<file path="config.mk">
export PLATFORM = sky130hd
export DESIGN_NAME = beast_frame_byte_stuffer_top
export DESIGN_NICKNAME = d
export VERILOG_FILES = /design/src/rtl/bfbs_pkg.sv /design/src/rtl/beast_frame_byte_stuffer_top.sv /design/src/rtl/bfbs_field_unit.sv
export SDC_FILE = /design/constraint.sdc
export NUM_CORES = 1
export LEC_CHECK = 0
export BUFFER_PORTS_ARGS = -buffer_cell sky130_fd_sc_hd__clkbuf_2
export CAP_MARGIN = 5
export CORE_AREA = 10 10 141 143
export CTS_BUF_LIST = sky130_fd_sc_hd__clkbuf_8
export CTS_CLUSTER_SIZE = 30
export DETAILED_ROUTE_END_ITERATION = 7
export DIE_AREA = 0 0 151 153
export GPL_TIMING_DRIVEN = 0
export HOLD_SLACK_MARGIN = 0.02
export PLACE_DENSITY = 0.88
export RECOVER_POWER = 50
export SETUP_SLACK_MARGIN = 0.4
export SYNTH_ARGS = -nofsm -noshare
export SYNTH_HDL_FRONTEND = slang
export SYNTH_HIERARCHICAL = 1
export SYNTH_SLANG_ARGS = --single-unit
export TNS_END_PERCENT = 5
</file>
<file path="constraint.sdc">
create_clock -name clk -period 4.1 [get_ports clk]
set_input_delay 0.615 -clock clk [delete_from_list [all_inputs] [get_ports clk]]
set_output_delay 0.615 -clock clk [all_outputs]
set_load 0.01 [all_outputs]
</file>
<file path="src/rtl/bfbs_pkg.sv">
// bfbs_pkg: shared constants and types for the beast frame byte stuffer
// no dependencies; used by bfbs_field_unit and the top level
`timescale 1ns / 1ps

package bfbs_pkg;

	localparam logic [7:0] FRAME_MARK = 8'h1A;
	localparam logic [7:0] TYPE_SHORT = 8'h32;
	localparam logic [7:0] TYPE_LONG  = 8'h33;
	localparam logic [3:0] SHORT_BYTES = 4'd7;
	localparam logic [3:0] LONG_BYTES  = 4'd14;
	localparam logic [7:0] LEVEL_MAX   = 8'd255;

	// timestamp, level and up to fourteen message bytes
	localparam int HDR_FIELDS = 7;
	localparam int FIELD_BYTES = HDR_FIELDS + 14;
	localparam int FIELD_W = FIELD_BYTES * 8;
	localparam int CNT_W = $clog2(FIELD_BYTES + 1);

	typedef struct packed {
		logic               load;
		logic [FIELD_W-1:0] data;
		logic [CNT_W-1:0]   count;
		logic               shift;
	} unit_ctrl_t;

	typedef struct packed {
		logic [7:0]       top_byte;
		logic             is_mark;
		logic             last_field;
		logic [CNT_W-1:0] count;
	} unit_stat_t;

endpackage

</file>
<file path="src/rtl/beast_frame_byte_stuffer_top.sv">
// beast_frame_byte_stuffer_top: sequencer and output register for beast frames
// depends on bfbs_pkg and bfbs_field_unit
// a taken request enters S_MARK, which loads the marker into the output register; then one byte
// per cycle while out_stall allows. A frame of 2 header bytes plus 14 or 21 field bytes, each
// 0x1a doubled, is 16 to 44 bytes; in_stall stays high until the last byte is registered
// reset: feed_q clears to 0, sequencer idle, output register empty
`timescale 1ns / 1ps

module beast_frame_byte_stuffer_top (
	input  logic        clk,
	input  logic        arst_n,
	input  logic        cfg_we,
	input  logic        cfg_wdata,
	input  logic        in_valid,
	output logic        in_stall,
	input  logic [6:0]  msg_bits,
	input  logic [63:0] msg_head,
	input  logic [47:0] msg_tail,
	input  logic [47:0] timestamp,
	input  logic signed [15:0] rx_level,
	output logic        out_valid,
	input  logic        out_stall,
	output logic [7:0]  out_byte,
	output logic        frame_last
);

	typedef enum logic [2:0] {S_IDLE, S_MARK, S_TYPE, S_FIELD, S_DUP} state_t;

	state_t state_q, state_d;
	logic   feed_q;
	logic   long_q;
	logic   out_valid_q;
	logic [7:0] out_byte_q;
	logic   frame_last_q;

	bfbs_pkg::unit_ctrl_t ctrl;
	bfbs_pkg::unit_stat_t stat;

	logic [3:0] nbytes;
	logic       len_ok;
	logic [7:0] sig;
	logic       accept;
	logic       start;
	logic       emit;
	logic [7:0] emit_byte;
	logic       emit_last;
	logic       shift;

	assign nbytes = msg_bits[6:3];
	assign len_ok = (nbytes == bfbs_pkg::SHORT_BYTES) || (nbytes == bfbs_pkg::LONG_BYTES);

	// clamp to 0..255
	always_comb begin
		if (rx_level[15]) begin
			sig = 8'h00;
		end else if (|rx_level[14:8]) begin
			sig = bfbs_pkg::LEVEL_MAX;
		end else begin
			sig = rx_level[7:0];
		end
	end

	assign in_stall = (state_q != S_IDLE);
	assign accept   = in_valid && !in_stall;
	assign start    = accept && feed_q && len_ok;
	assign emit     = (state_q != S_IDLE) && (!out_valid_q || !out_stall);

	assign ctrl.load  = start;
	assign ctrl.data  = {timestamp, sig, msg_head, msg_tail};
	assign ctrl.count = bfbs_pkg::CNT_W'(nbytes) + bfbs_pkg::CNT_W'(bfbs_pkg::HDR_FIELDS);
	assign ctrl.shift = shift;

	always_comb begin
		state_d    = state_q;
		emit_byte  = stat.top_byte;
		emit_last  = 1'b0;
		shift      = 1'b0;
		case (state_q)
			S_MARK: begin
				emit_byte = bfbs_pkg::FRAME_MARK;
				if (emit) state_d = S_TYPE;
			end
			S_TYPE: begin
				emit_byte = long_q ? bfbs_pkg::TYPE_LONG : bfbs_pkg::TYPE_SHORT;
				if (emit) state_d = S_FIELD;
			end
			S_FIELD: begin
				emit_last = stat.last_field && !stat.is_mark;
				if (emit) begin
					if (stat.is_mark) begin
						state_d = S_DUP;
					end else begin
						shift = 1'b1;
						if (stat.last_field) state_d = S_IDLE;
					end
				end
			end
			S_DUP: begin
				// second copy of a stuffed marker byte
				emit_last = stat.last_field;
				if (emit) begin
					shift = 1'b1;
					state_d = stat.last_field ? S_IDLE : S_FIELD;
				end
			end
			default: begin
				if (start) state_d = S_MARK;
			end
		endcase
	end

	always_ff @(posedge clk or negedge arst_n) begin
		if (!arst_n) begin
			state_q      <= S_IDLE;
			feed_q       <= 1'b0;
			long_q       <= 1'b0;
			out_valid_q  <= 1'b0;
			out_byte_q   <= 8'h00;
			frame_last_q <= 1'b0;
		end else begin
			state_q <= state_d;
			if (cfg_we) feed_q <= cfg_wdata;
			if (start) long_q <= (nbytes == bfbs_pkg::LONG_BYTES);
			if (emit) begin
				out_valid_q  <= 1'b1;
				out_byte_q   <= emit_byte;
				frame_last_q <= emit_last;
			end else if (!out_stall) begin
				out_valid_q <= 1'b0;
			end
		end
	end

	bfbs_field_unit u_field (
		.clk    (clk),
		.arst_n (arst_n),
		.ctrl   (ctrl),
		.stat   (stat)
	);

	assign out_valid  = out_valid_q;
	assign out_byte   = out_byte_q;
	assign frame_last = frame_last_q;

	// a good request starts a frame with the marker
	a_start_mark: assert property (@(posedge clk) disable iff (!arst_n)
		start |=> state_q == S_MARK)
		else $error("frame did not start with marker");

	// the duplicate state only follows a marker byte in the field register
	a_dup_mark: assert property (@(posedge clk) disable iff (!arst_n)
		state_q == S_DUP |-> stat.is_mark)
		else $error("duplicate byte is not a marker");

	// field bytes remain while sending fields
	a_count_live: assert property (@(posedge clk) disable iff (!arst_n)
		(state_q == S_FIELD || state_q == S_DUP) |-> stat.count != '0)
		else $error("field count ran out mid frame");

	// the last byte of a frame returns the sequencer to idle
	a_last_idle: assert property (@(posedge clk) disable iff (!arst_n)
		emit && emit_last |=> state_q == S_IDLE && frame_last)
		else $error("last byte did not end the frame");

endmodule

</file>
<file path="src/rtl/bfbs_field_unit.sv">
// bfbs_field_unit: field byte shift register with the shared marker compare
// depends on bfbs_pkg
`timescale 1ns / 1ps

module bfbs_field_unit (
	input  logic                clk,
	input  logic                arst_n,
	input  bfbs_pkg::unit_ctrl_t ctrl,
	output bfbs_pkg::unit_stat_t stat
);

	logic [bfbs_pkg::FIELD_W-1:0] data_q;
	logic [bfbs_pkg::CNT_W-1:0]   count_q;

	always_ff @(posedge clk or negedge arst_n) begin
		if (!arst_n) begin
			count_q <= '0;
		end else if (ctrl.load) begin
			count_q <= ctrl.count;
		end else if (ctrl.shift && count_q != '0) begin
			count_q <= count_q - bfbs_pkg::CNT_W'(1);
		end
	end

	always_ff @(posedge clk) begin
		if (ctrl.load) begin
			data_q <= ctrl.data;
		end else if (ctrl.shift) begin
			data_q <= {data_q[bfbs_pkg::FIELD_W-9:0], 8'h00};
		end
	end

	assign stat.top_byte   = data_q[bfbs_pkg::FIELD_W-1 -: 8];
	assign stat.is_mark    = (data_q[bfbs_pkg::FIELD_W-1 -: 8] == bfbs_pkg::FRAME_MARK);
	assign stat.last_field = (count_q == bfbs_pkg::CNT_W'(1));
	assign stat.count      = count_q;

endmodule
</file>
==> results.yml <==
clocking:
  clk_pin_slew_worst_paths_ns: 0.10
  cts_made_buffers: 17
  tritoncts_num_sinks: 188
  cts-root-buf: "sky130_fd_sc_hd__clkbuf_8"
  post_cts.resized_instances: 0
  cts.repair_timing.setup_buffer_count: 0
  cts_max_level: 4
  cts_tree: "built"
  clk_path_buf_depth: 2
  insertion_delay_ns: 0.45
  post_cts_hold_buffer_count: 0
worst_setup_path:
  timing.critical_path.fanout_max: 69
  worst-r2r-cell-count: 7
  cp-start-kind: "flop"
  timing.critical_path.required_ns: 4.22
  path_class: "flop to flop"
  worstSetupEndpointType: "flop"
  reg2reg_setup_slack_ns: 0.60
  r2r_startpoint: "state_q[0]"
  timing.critical_path.arrival_ns: 3.62
  r2r-end: "u_field/data_q[56]"
synthesis:
  synth_largest_area_cell: "sky130_fd_sc_hd__edfxtp_1"
  mappedNetlistNets: 702
  synthesis.area_per_instance_um2: 16.47
  synthCells: 508
  yosys_synthesis_warning_count: 6
  netlist_area_mm2: 0.008368
  post-synth-top-area-fraction: 0.6029
  ys_top_cells_by_count: "sky130_fd_sc_hd__edfxtp_1 (168), sky130_fd_sc_hd__mux2_2 (161), sky130_fd_sc_hd__dfrtp_1 (20), sky130_fd_sc_hd__inv_1 (18), sky130_fd_sc_hd__buf_2 (17)"
  most_used_standard_cell_by_instance_count_after_synthesis: "sky130_fd_sc_hd__edfxtp_1"
  synth.yosys.seq_area_share: 0.6627
  async_flop_share: 0.1064
  synth_cell_types: 51
  primary_flip_flop_cell_chosen_by_synthesis_mapping: "sky130_fd_sc_hd__edfxtp_1"
  number_of_enable_flip_flop_cells_after_synthesis: 168
  netlist_top_cells_area: "sky130_fd_sc_hd__edfxtp_1 (60%), sky130_fd_sc_hd__mux2_2 (22%), sky130_fd_sc_hd__dfrtp_1 (6.0%)"
  ffs_latches_synth: 188
placement:
  port_buffers: 195
  gp_congestion: 0.8036
  numPlacedInstances: 930
  dp_hpwl_um: 14250
  detailed_place.area_mm2: 0.009676
floorplan:
  die-height_um: 153
  floorplan.rows: 48
  boundaryPins: 200
  design.core.area_mm2: 0.01706
  design.die.area_mm2: 0.02310
  die_w_um: 151
  floorplan.initialDensity: 0.4906
finish:
  drive_above_1_share: 0.5325
  stdcell_count: 964
  nets: 919
  area_growth_syn_to_fin_pct: 20.17
  final_area_mm2: 0.01006
status:
  outcome: "finished clean"
grt:
  grt_antenna_before_repair: 2
  global_route.overflow_total: 0
  combined_global_route_utilization_of_all_metal_layers: 0.1666
  grt_start_max_net_pins: 70
  grt_pass1_wl_um: 29750
  grt_pass1_vias: 5500
pwr:
  power_density_mw_per_mm2: 541.7
  p_sw_mw: 1.487
  p_sw_frac: 0.2729
  pwr-share-clk: 0.238
  ir_drop_mv: 0.3300
  p_leak_nw: 3.820
  power.share.combinational: 0.216
  p_int_mw: 3.961
  seq_power_share: 0.547
detailed_routing:
  avgRoutedWirePerCell_um: 20.02
  drt_pass1_iterations: 5
  postRouteAntennaNets: 0
  via_per_inst: 5.175
  wl_um: 19300
  route.detailed.drc: 0
  drt_first_iter_violations: 239
  vias: 4989
timing:
  count_of_pins_over_their_slew_limit: 0
  max_clock_freq_ghz: 0.2854
  worst_margin_pin_slew_ns: 1.077
  grt_setup_unrepaired: "false"
  setup_violations: 0
  timing.max_slew.rel_slack: 0.2821
  final-hold-violation-count: 0
  post-route-min-period_ns: 3.504
  finalHoldWorstSlack_ns: 0.3276
  finClkSkew_ns: 0.01313
  finalCritPeriodShare: 0.8546
hold_path:
  min_path_type: "input port to asynchronous set/reset pin"
job:
  maxCapViolations: 0
final cells by class:
cell class,instances,area [um^2]
diodes,1,2.502
multi-input cells,269,2562
repair buffers,197,1008
inverters,19,71.32
clock inverters,15,187.7
clock buffers,17,234.0
plain buffers,33,162.7
flip-flops and latches,188,5545
fillers,1362,7000
well taps,225,281.5
cells in the final DEF, fill, tap and decap left out, types with 3 or more instances in the layout:
cell / instances
sky130_fd_sc_hd__a22o_1: 5
sky130_fd_sc_hd__nor3_1: 3
sky130_fd_sc_hd__a21oi_1: 14
sky130_fd_sc_hd__buf_2: 4
sky130_fd_sc_hd__nor2_1: 8
sky130_fd_sc_hd__mux2_1: 4
sky130_fd_sc_hd__inv_6: 4
sky130_fd_sc_hd__o21ai_0: 12
sky130_fd_sc_hd__mux2_2: 157
sky130_fd_sc_hd__edfxtp_1: 168
sky130_fd_sc_hd__buf_4: 9
sky130_fd_sc_hd__clkbuf_2: 183
sky130_fd_sc_hd__dfrtp_1: 20
sky130_fd_sc_hd__inv_1: 20
sky130_fd_sc_hd__and2_1: 9
sky130_fd_sc_hd__clkbuf_1: 31
sky130_fd_sc_hd__nand2_1: 10
sky130_fd_sc_hd__clkbuf_8: 17
sky130_fd_sc_hd__bufinv_16: 3
sky130_fd_sc_hd__ha_1: 5
routing by layer:
layer	vias to the layer above	part of all wire	GRT usage	wire length [um]
li1	2372	-	-	-
met4	0	0.0079	0.04172	153
met2	158	0.52	0.2838	9999
met5	-	0	0	0
met1	2449	0.39	0.1922	7521
met3	10	0.084	0.06289	1623
how the worst max path moves through the flow:
stage,cells past startpoint,slack (ns),end,startpoint
after floorplan,7,0.67,u_field/data_q[0],msg_bits[3]
after global placement,8,-0.41,u_field/data_q[9],msg_bits[3]
after detailed placement,9,0.26,u_field/data_q[50],msg_bits[3]
after CTS,7,0.54,u_field/data_q[56],state_q[1]
after global routing,7,0.28,u_field/data_q[56],state_q[1]
final,7,0.60,u_field/data_q[56],state_q[0]
sequential cells by signal (all words and copies together), names as in the netlist:
register	count
out_byte	8
out_valid	1
long_q	1
feed_q	1
frame_last	1
state_q	3
u_field/count_q	5
u_field/data_q	168
cell families (layout without fill, tap and decap cells):
group / count (synthesis) / count (layout) / share of synthesized area
flops: 188 / 188 / 0.6627
mux: 163 / 163 / 0.2190
buf+inv: 52 / 281 / 0.02990
compound gates: 49 / 49 / 0.04037
simple gates: 49 / 50 / 0.03843
fa+ha+maj: 5 / 5 / 0.007476
xor+xnor: 2 / 2 / 0.002094
other cells: 0 / 1 / 0
worst max-delay path, cell delays in order, from the launching register on:
cell and delay (ns):
sky130_fd_sc_hd__dfrtp_1 0.41, sky130_fd_sc_hd__nor3_1 0.34, sky130_fd_sc_hd__inv_1 0.22, sky130_fd_sc_hd__nor3_4 0.34, sky130_fd_sc_hd__clkbuf_1 0.43, sky130_fd_sc_hd__clkbuf_1 0.49, sky130_fd_sc_hd__or2_4 0.53, sky130_fd_sc_hd__buf_16 0.36
per-stage QoR:
stage	total power [mW]	worst slack, ns	util	setup TNS [ns]
floorplan	3.795	0.6705	-	0
global placement	4.150	-0.4103	0.5645	-67.09
detailed placement	4.227	0.2567	0.5673	0
CTS	5.538	0.5385	0.5920	0
global route	5.750	0.2823	0.5896	0
finish	5.447	0.5960	0.5896	0
power groups by stage:
| stage | logic (mW) | registers (mW) | clock network [mW] |
|---|---|---|---|
| after floorplan | 0.800 | 2.99 | 0 |
| after global placement | 1.11 | 3.04 | 0 |
| after detailed placement | 1.19 | 3.03 | 0 |
| after CTS | 1.20 | 2.99 | 1.34 |
| after global routing | 1.31 | 3.03 | 1.41 |
| final | 1.18 | 2.98 | 1.29 |
Power figures use the tool's default switching activity.
